==> src/sv/four_word_arx_permutation_defines.svh <==
// Assertion macros for the permutation pipeline.
`ifndef FOUR_WORD_ARX_PERMUTATION_DEFINES_SVH
`define FOUR_WORD_ARX_PERMUTATION_DEFINES_SVH

// Check a property on every clock edge outside reset.
`define FAWP_ASSERT(label, clk, rst, prop, msg) \
   label: assert property (@(posedge clk) disable iff (rst) prop) else $error(msg);

// Check a property on every clock edge, reset included.
`define FAWP_ASSERT_ALWAYS(label, clk, prop, msg) \
   label: assert property (@(posedge clk) prop) else $error(msg);

`endif

==> src/sv/fawp_pkg.sv <==
package fawp_pkg;

   localparam int unsigned ROUND_COUNT_DEF = 2;
   localparam int unsigned WORD_WIDTH      = 32;

   typedef logic [WORD_WIDTH-1:0] word_type;

   typedef struct packed {
      word_type a;
      word_type b;
      word_type c;
      word_type d;
   } block_type;

   typedef enum logic {
      PHASE_MIX    = 1'b0,
      PHASE_CHOICE = 1'b1
   } phase_type;

   localparam int unsigned ROT_MIX_A = 1;
   localparam int unsigned ROT_MIX_B = 3;
   localparam int unsigned ROT_MIX_C = 5;
   localparam int unsigned ROT_MIX_D = 7;
   localparam int unsigned ROT_CH_A  = 11;
   localparam int unsigned ROT_CH_B  = 17;
   localparam int unsigned ROT_CH_C  = 23;
   localparam int unsigned ROT_CH_D  = 29;

   function automatic word_type rotl_w(word_type x, int unsigned n);
      logic [2*WORD_WIDTH-1:0] dbl;
      dbl = {x, x} << n;
      return dbl[2*WORD_WIDTH-1:WORD_WIDTH];
   endfunction

   function automatic word_type pick(word_type p, word_type q, word_type r);
      return r ^ (p & (q ^ r));
   endfunction

   function automatic word_type mix_word(word_type x, word_type t, int unsigned n);
      word_type y;
      y = x ^ t;
      y = y ^ ((y & t) << 1);
      return rotl_w(y, n);
   endfunction

endpackage

==> src/sv/fawp_stage.sv <==
module fawp_stage #(
   parameter fawp_pkg::phase_type PHASE = fawp_pkg::PHASE_MIX
) (
   input  logic                clock,
   input  logic                reset,
   input  logic                advance,
   input  logic                in_valid,
   input  fawp_pkg::block_type in_block,
   output logic                out_valid,
   output fawp_pkg::block_type out_block
);
   import fawp_pkg::*;

   logic      valid_ff;
   block_type block_ff;
   block_type block_in;

   generate
      if (PHASE == PHASE_MIX) begin : g_mix
         always_comb begin
            word_type a, b, c, d;
            a = mix_word(in_block.a, in_block.b ^ in_block.c ^ in_block.d, ROT_MIX_A);
            b = mix_word(in_block.b, a ^ in_block.c ^ in_block.d, ROT_MIX_B);
            c = mix_word(in_block.c, a ^ b ^ in_block.d, ROT_MIX_C);
            d = mix_word(in_block.d, a ^ b ^ c, ROT_MIX_D);
            block_in = '{a: a, b: b, c: c, d: d};
         end
      end else begin : g_choice
         always_comb begin
            word_type a, b, c, d;
            a = rotl_w(in_block.a ^ pick(in_block.b, in_block.c, in_block.d), ROT_CH_A);
            b = rotl_w(in_block.b ^ pick(in_block.c, in_block.d, a), ROT_CH_B);
            c = rotl_w(in_block.c ^ pick(in_block.d, a, b), ROT_CH_C);
            d = rotl_w(in_block.d ^ pick(a, b, c), ROT_CH_D);
            block_in = '{a: a, b: b, c: c, d: d};
         end
      end
   endgenerate

   always_ff @(posedge clock) begin
      if (reset) begin
         valid_ff <= 1'b0;
      end else if (advance) begin
         valid_ff <= in_valid;
      end
   end

   always_ff @(posedge clock) begin
      if (advance) begin
         block_ff <= block_in;
      end
   end

   assign out_valid = valid_ff;
   assign out_block = block_ff;

endmodule

==> src/sv/four_word_arx_permutation.sv <==
// Four-word ARX permutation of a 128-bit block, pipelined.
// Input channel: req_valid / req_stall with the four words req_in_word_a..d.
// Result channel: rsp_valid / rsp_stall with the permuted words rsp_out_word_a..d.
// A transaction moves at a rising edge with valid high and stall low.
// From an input transaction to rsp_valid a block passes a capture register
// loaded at the accepting edge, then one register after each half round of
// four word updates. Throughput: one transaction per cycle while rsp_stall is low.
// Each stage holds its contents only while the stage after it is full and
// cannot advance, so empty slots close up under a stall and req_stall rises
// only when every stage holds a transaction and rsp_stall is high.
// A stalled result holds its words until taken.
// Reset clears all valid bits; the pipeline comes out of reset empty and
// ready to accept a transaction in the next cycle.
module four_word_arx_permutation #(
   parameter int unsigned ROUND_COUNT = fawp_pkg::ROUND_COUNT_DEF
) (
   input  logic                 clock,
   input  logic                 reset,
   input  logic                 req_valid,
   output logic                 req_stall,
   input  fawp_pkg::word_type   req_in_word_a,
   input  fawp_pkg::word_type   req_in_word_b,
   input  fawp_pkg::word_type   req_in_word_c,
   input  fawp_pkg::word_type   req_in_word_d,
   output logic                 rsp_valid,
   input  logic                 rsp_stall,
   output fawp_pkg::word_type   rsp_out_word_a,
   output fawp_pkg::word_type   rsp_out_word_b,
   output fawp_pkg::word_type   rsp_out_word_c,
   output fawp_pkg::word_type   rsp_out_word_d
);
   import fawp_pkg::*;

`include "four_word_arx_permutation_defines.svh"

   localparam int unsigned LAST = 2 * ROUND_COUNT;

   logic      stage_valid [0:LAST];
   block_type stage_block [0:LAST];
   logic      stage_ready [0:LAST];

   logic      cap_valid_ff;
   block_type cap_block_ff;

   // advance a stage when it is empty or its successor moves
   always_comb begin
      stage_ready[LAST] = !stage_valid[LAST] || !rsp_stall;
      for (int i = LAST - 1; i >= 0; i--) begin
         stage_ready[i] = !stage_valid[i] || stage_ready[i+1];
      end
   end

   always_ff @(posedge clock) begin
      if (reset) begin
         cap_valid_ff <= 1'b0;
      end else if (stage_ready[0]) begin
         cap_valid_ff <= req_valid;
      end
   end

   always_ff @(posedge clock) begin
      if (stage_ready[0]) begin
         cap_block_ff <= '{a: req_in_word_a, b: req_in_word_b,
                           c: req_in_word_c, d: req_in_word_d};
      end
   end

   assign stage_valid[0] = cap_valid_ff;
   assign stage_block[0] = cap_block_ff;

   generate
      for (genvar k = 1; k <= LAST; k++) begin : g_stage
         fawp_stage #(
            .PHASE(((k % 2) == 1) ? PHASE_MIX : PHASE_CHOICE)
         ) u_stage (
            .clock    (clock),
            .reset    (reset),
            .advance  (stage_ready[k]),
            .in_valid (stage_valid[k-1]),
            .in_block (stage_block[k-1]),
            .out_valid(stage_valid[k]),
            .out_block(stage_block[k])
         );
      end
   endgenerate

   assign req_stall      = !stage_ready[0];
   assign rsp_valid      = stage_valid[LAST];
   assign rsp_out_word_a = stage_block[LAST].a;
   assign rsp_out_word_b = stage_block[LAST].b;
   assign rsp_out_word_c = stage_block[LAST].c;
   assign rsp_out_word_d = stage_block[LAST].d;

   `FAWP_ASSERT(a_stall_needs_full_out, clock, reset, req_stall |-> (rsp_valid && rsp_stall), "input stalled while output can drain")
   `FAWP_ASSERT(a_free_out_takes_input, clock, reset, !rsp_stall |-> !req_stall, "input stalled with output not stalled")
   `FAWP_ASSERT_ALWAYS(a_empty_after_reset, clock, $past(reset) |-> !rsp_valid, "result valid right after reset")

endmodule
==> config.mk <==
export PLATFORM = sky130hd
export DESIGN_NAME = four_word_arx_permutation
export DESIGN_NICKNAME = d
export VERILOG_FILES = /design/src/sv/fawp_pkg.sv /design/src/sv/fawp_stage.sv /design/src/sv/four_word_arx_permutation.sv
export VERILOG_INCLUDE_DIRS = /design/src /design/src/sv
export SDC_FILE = /design/constraint.sdc
export NUM_CORES = 1
export LEC_CHECK = 0
export BUFFER_PORTS_ARGS = -buffer_cell sky130_fd_sc_hd__buf_2
export CAP_MARGIN = 15
export CORE_ASPECT_RATIO = 0.8
export CORE_MARGIN = 2
export CORE_UTILIZATION = 40
export CTS_BUF_LIST = sky130_fd_sc_hd__clkbuf_8
export DETAILED_ROUTE_END_ITERATION = 7
export PLACE_DENSITY = 0.62
export SLEW_MARGIN = 20
export SYNTH_ARGS = -nofsm -noshare
export SYNTH_HDL_FRONTEND = slang
export SYNTH_SLANG_ARGS = --single-unit
==> constraint.sdc <==
create_clock -name clock -period 9.4 [get_ports clock]
set_clock_uncertainty 0.15 [all_clocks]
set_input_delay 0.47 -clock clock [delete_from_list [all_inputs] [get_ports clock]]
set_output_delay 0.47 -clock clock [all_outputs]
set_load 0.03 [all_outputs]
==> metrics.md, run 1 <==
| Metric | Value |
|---|---|
| Status | finished clean |
| Post-Place Setup Slack | around 4.7 ns |
| WP data required | 9.79 ns |
| Most frequent cells in the layout | 640 x edfxtp_1, 625 x xnor2_1, 485 x inv_1 |
| WL/cell | about 23 um |
| Initial DRC count | between 3,000 and 4,000 |
| CP peak stage delay | roughly 0.53 ns |
| CTS-repair resized insts | 0 |
| Register bit total from synthesis | approximately 650 |
| DR pass1 iterations | 5 |
| Avg Vias per Cell | approximately 5.4 |
| DRT antenna net count | 0 |
| Most common cell after layout, fill and taps aside | edfxtp_1 |
| Max Cap Violations | 0 |
| Final period util | approximately half |
| CP max-delay cell | edfxtp_1 |
| IO Count | approximately 260 |
| Worst-path clk slew | about 0.07 ns |
| Vias in the first global route | around 28,000 |
| Setup CP Type | register to register |
| F_max | between 0.2 and 0.25 GHz |
| Crit path max fanout | 3 |
| Antenna violations before repair | 5 |
| Hold Crit Class | input port to register |
| Main synth FF type | edfxtp_1 |
| Synthesized area | between 40,000 and 50,000 um^2 |
| Final setup margin | 4.62 ns |
| WL final | between 100,000 and 150,000 um |
| Placed Instances | about 5,200 |
| Overflow after GRT | 0 |
| GRT Util Overall | 23.1% |
| Largest net degree at the start of global routing | a little under 80 |
| Layout cells sized above 1 | between 10% and 20% |
| Via Count | 30,082 |
| Final Critical Period | 4.78 ns |
| Port Buf Inserts | ~260 |
| CP Data Arrival Time | approximately 5.2 ns |
| CTS tree | built |
| Slew Limit Fails | 0 |
| Mapped Nets | 4,052 |
| Final net count | 4,436 |
| Initial Utilization | 40.4% |
| Slew @ Worst Pin | between 0.9 and 1 ns |
| Final setup fails | 0 |
| RSZ-0062 raised after global routing | false |
| Distinct cells, synth | 43 |
| Post-CTS Setup Bufs | 0 |
| CP startpoint kind | register |
| Number of flops mapped to enable cells by yosys | 640 |
| Synthesis Warnings | 0 |
| Drc violations | 0 |
| Height of the die | between 200 and 300 um |
| Site Rows | 105 |
| Clock Sink Count | about 650 |
| Critical path's most frequent cell | xnor2_1 |
| Sequential fraction of the synthesis area | ~47% |
| Core area | a little over 100,000 um^2 |
| Asr flop ratio synth | 0% |
| Die area | around 110,000 um^2 |
| Worst-path cell chain | xnor2_1, xnor2_1, ha_1, xnor2_1, xnor2_1, ha_1, xnor2_1, xnor2_1, xnor2_1, ha_1, xnor2_1, xnor2_1, ha_1, xnor2_1 |
| Slew headroom | approximately a third |
| Max Buffers Root-to-Sink | 3 |
| H-Tree Depth | 3 |
| Area Growth Syn to Fin | 14.3% |
| R2R setup slack | 4.62 ns |
| Cells after Synth | approximately 3,700 |
| Worst skew pair latency | 0.82 ns |
| Syn avg cell area | around 11 um^2 |
| First-pass GRT wire length | between 150,000 and 200,000 um |
| Hold Buf Count CTS | roughly 130 |
| Hold Vio Cnt, Final | 0 |
| DP HPWL | between 90,000 and 100,000 um |
| CP Capture Type | register |
| Setup tns final | 0 ns |
| GPL Wtd Cong | ~0.94 |
| CTS Buf Count | ~110 |
| CTS root buf | clkbuf_8 |
| Die W | ~360 um |
| Layout Cells excl Fill | 5,531 |
-- area by class of cell --
type / count / area [um^2]
Antenna cell: 4 / 10.0
Clock buffer: 107 / 1470
Clock inverter: 82 / 612
Fill cell: 9486 / 55300
Inverter: 453 / 1710
Multi-Input combinational cell: 2446 / 19900
Sequential cell: 645 / 19300
Tap cell: 1391 / 1740
Timing Repair Buffer: 403 / 2700
-- kinds of logic (layout without fill, tap and decap cells) --
kind of cell    after synthesis  after routing  synth area share [%]
fa+ha+maj                   248            248                  7.47
compound gates              511            511                  9.46
flops                       645            645                  46.5
xor+xnor                    765            765                  16.1
other cells                   0              4                     0
buf+inv                     581           1045                  5.63
mux                         132            132                  3.77
simple gates                790            790                  11.0
-- per-stage QoR --
step                      area (um^2)  utilization, %  hold WS [ns]
after floorplan                 41500               -         0.279
after global placement          44000            42.9         0.290
after detailed placement        44000            42.9         0.301
after CTS                       47400            46.2         0.147
after global routing            47400            46.2         0.177
final                           47500            46.2         0.228
-- Yosys cell counts (64+ instances only) --
library cell	instances	area share, %
clkbuf_1	104	0.94
ha_1	248	7.5
inv_1	453	4.1
xnor2_1	625	13
nand4_1	64	0.96
and3_1	86	1.3
nand2_1	135	1.2
a21oi_1	125	1.5
nor2b_1	128	1.9
mux2i_1	73	1.8
edfxtp_1	640	46
xor2_1	140	3.0
a2111o_1	124	3.4
nor2_1	139	1.3
-- critical path, delay by kind of cell, from the launching register on --
family                     cells  cell delay [ns]
DFF                            1             0.53
adders and majority gates      4             1.14
xor gates and xnor gates      10             2.72
-- layer usage --
layer  global-route usage (%)  part of all wire (%)
met1                     34.1                    45
met2                     34.7                    43
met3                     4.48                   9.9
met4                     5.93                   2.2
met5                        0                     0
-- state kept, by name, indices dropped and copies added, names as in the netlist --
signal                     cells
cap_block_ff                 128
g_stage.u_stage.out_valid      4
cap_valid_ff                   1
g_stage.u_stage.out_block    512
-- worst paths after layout --
kind	from	to	cells after the start
hold / removal	req_in_word_d[5]	cap_block_ff[5]$_DFFE_PN_	2
hold reg to reg	g_stage[1].u_stage.out_valid$_SDFFE_PP0P_	g_stage[2].u_stage.out_valid$_SDFFE_PP0P_	2
setup reg to reg	g_stage[2].u_stage.out_block[9]$_DFFE_PP_	g_stage[3].u_stage.out_block[25]$_DFFE_PP_	14
setup / recovery	g_stage[2].u_stage.out_block[9]$_DFFE_PP_	g_stage[3].u_stage.out_block[25]$_DFFE_PP_	14
Power of run 1 is not shown: default switching activity piles up to over one toggle a cycle in this logic, so the estimate is an artifact.
==> inputs of run 2 (changes only) <==
==> constraint.sdc (replaced) <==
create_clock -name clock -period 5 [get_ports clock]
set_clock_uncertainty 0.15 [all_clocks]
set_input_delay 0.25 -clock clock [delete_from_list [all_inputs] [get_ports clock]]
set_output_delay 0.25 -clock clock [all_outputs]
set_load 0.03 [all_outputs]
==> run 2 against run 1 <==
Against the previous run:
- cell area rose by 4.0%
- worst hold slack worse by 0.13 ns
- flip-flop and latch count did not move
- die area did not move
- clock-buffer cell count grew 2
- critical endpoint is now g_stage[1].u_stage.out_block[18]$_DFFE_PP_
- routed wire length is 2.2% higher
- register-to-register slack worse by 4.3 ns
- final cell count increased by 3.6%
- core utilization grew 1.8 points
- first-iteration DRC count is 1.3% lower
- non-clock buffer count increased by 185
- sequential share of layout area fell by 1.6 points
==> metrics.md, run 2 (synthesis results as in run 1) <==
| Metric | Value |
|---|---|
| WL/cell | 22.2 um (-1.3%) |
| Vias in the first global route | 28,817 (+2.6%) |
| CTS Buf Count | 108 (+0.93%) |
| Max Buffers Root-to-Sink | 3 (unchanged) |
| GPL Wtd Cong | 0.934 (-0.89%) |
| Final Critical Period | 4.68 ns (-0.0979 ns) |
| Setup tns final | 0 ns (unchanged) |
| Reg2Reg Launch Point | cap_block_ff[2]$_DFFE_PN_ |
| Drc violations | 0 (unchanged) |
| Critical path origin | cap_block_ff[2]$_DFFE_PN_ |
| Die W | 364 um (unchanged) |
| Hold Crit Class | input port to register |
| Worst skew pair latency | 0.85 ns (+0.03 ns) |
| Hold Buf Count CTS | 260 (+97%) |
| Worst r2r path cells | 14 (unchanged) |
| Antenna violations before repair | 4 (-1) |
| CP Data Arrival Time | 5.09 ns (-0.08 ns) |
| IO Count | 262 (unchanged) |
| DP HPWL | 97,800 um (+0.52%) |
| RSZ-0062 raised after global routing | false |
| Setup CP Type | register to register |
| Multi-input logic area | 19,900 um^2 (about the same) |
| Final setup fails | 0 (unchanged) |
| CP peak stage delay | 0.58 ns (+0.05 ns) |
| DRT antenna net count | 0 (unchanged) |
| Port Buf Inserts | 261 (unchanged) |
| Final period util | 93.6% (+43 points) |
| Largest net degree at the start of global routing | 129 (+63%) |
| WP data required | 5.41 ns (-4.38 ns) |
| Sequential Area | 19,300 um^2 (unchanged) |
| Most frequent cells in the layout | 640 x edfxtp_1, 624 x xnor2_1, 478 x inv_1 |
| Worst min-delay path startpoint | req_valid |
| Max FFs per register | 512 (unchanged) |
| Hold Vio Cnt, Final | 0 (unchanged) |
| Fill cell count | 9,386 (-1.1%) |
| Slew Limit Fails | 0 (unchanged) |
| Critical path's most frequent cell | xnor2_1 |
| CP startpoint kind | register |
| Area Growth Syn to Fin | 18.8% |
| Post-CTS Setup Bufs | 0 (unchanged) |
| Worst-path clk slew | 0.06 ns (about the same) |
| Hold path depth | 4 (+2) |
| Initial DRC count | 3,718 (-1.3%) |
| R2R setup slack | 0.32 ns (-4.30 ns) |
| Site Rows | 105 (unchanged) |
| CTS-repair resized insts | 0 (unchanged) |
| Status | finished clean |
| Crit path max fanout | 3 (unchanged) |
| First-pass GRT wire length | 186,000 um (+2.9%) |
| Avg Vias per Cell | 5.36 (-1.4%) |
| Die area | 106,000 um^2 (unchanged) |
| Slew @ Worst Pin | 0.971 ns (-0.0288 ns) |
| Most common cell after layout, fill and taps aside | edfxtp_1 |
| Height of the die | 292 um (unchanged) |
| CTS root buf | clkbuf_8 |
| CTS tree | built |
| Clock Sink Count | 645 (unchanged) |
| Worst-path cell chain | xnor2_1, xnor2_1, ha_1, xnor2_1, xnor2_1, ha_1, xnor2_1, xnor2_1, xnor2_1, ha_1, xnor2_1, xnor2_1, ha_1, xnor2_1 |
| Slew headroom | 35.3% (+1.9 points) |
| CP Capture Type | register |
| CP max-delay cell | xnor2_1 |
| FF-to-FF End | g_stage[1].u_stage.out_block[18]$_DFFE_PP_ |
| Initial Utilization | 40.4% (unchanged) |
| Max Cap Violations | 0 (unchanged) |
| DR pass1 iterations | 6 (+1) |
| Core area | 103,000 um^2 (unchanged) |
| H-Tree Depth | 3 (unchanged) |
| Layout cells sized above 1 | 13.8% (+0.84 points) |
| Via Count | 30,726 (+2.1%) |
| Overflow after GRT | 0 (unchanged) |
| Worst Hold Endpoint | cap_valid_ff$_SDFFE_PP0N_ |
| Final net count | 4,622 (+4.2%) |
| GRT Util Overall | 23.8% (+0.65 points) |
| F_max | 0.214 GHz (+2.1%) |
| WL final | 127,000 um (+2.2%) |
-- run 2: cell types whose count changed in the layout (fill, tap and decap cells not counted), moves of 2 or more --
cell	before	now
dlygate4sd3_1	132	260
buf_4	10	63
clkinv_1	16	30
inv_1	485	478
buf_12	0	4
diode_2	4	7
clkbuf_8	107	109
clkinv_8	1	3
inv_8	2	0
-- run 2: layout make-up --
type	count	share of cell area, %
timing repair buffer	588	9.04
antenna	7	0.0355
inverter	453	3.46
tap	1391	3.53
sequential	645	39.2
multi-input combinational	2446	40.3
clock inverter	91	1.41
clock buffer	109	3.04
-- run 2: worst max-delay path by stage --
stage	end	depth (start not counted)
floorplan	req_stall	4
global placement	g_stage[3].u_stage.out_block[5]$_DFFE_PP_	14
detailed placement	g_stage[1].u_stage.out_block[18]$_DFFE_PP_	14
CTS	g_stage[3].u_stage.out_block[6]$_DFFE_PP_	15
global route	g_stage[1].u_stage.out_block[18]$_DFFE_PP_	14
finish	g_stage[1].u_stage.out_block[18]$_DFFE_PP_	14
-- run 2: layer usage --
metal | up-vias | part of all wire [%] | track usage, %
li1 | 14376 | - | -
met1 | 14831 | 44 | 34.6
met2 | 1344 | 44 | 36.1
met3 | 173 | 10 | 4.97
met4 | 2 | 2.1 | 5.66
met5 | - | 0.013 | 0
-- run 2: metrics by stage --
stage	util, %	cells	hold WS [ns]	instance area, um^2	setup slack [ns]
finish	48.0	5730	0.0942	49300	0.322
floorplan	-	3672	0.172	41500	0.202
global placement	43.3	5263	0.277	44500	0.473
CTS	48.0	5723	0.0225	49300	0.410
global route	48.0	5727	0.0650	49300	0.111
detailed placement	43.3	5263	0.278	44500	0.469
-- run 2: critical path, delay by kind of cell, from the launching register on --
kind       cells  cell delay (ns)
xor+xnor      10             2.69
flops          1             0.49
fa+ha+maj      4             1.10
Power of run 2 is left out for the same reason.
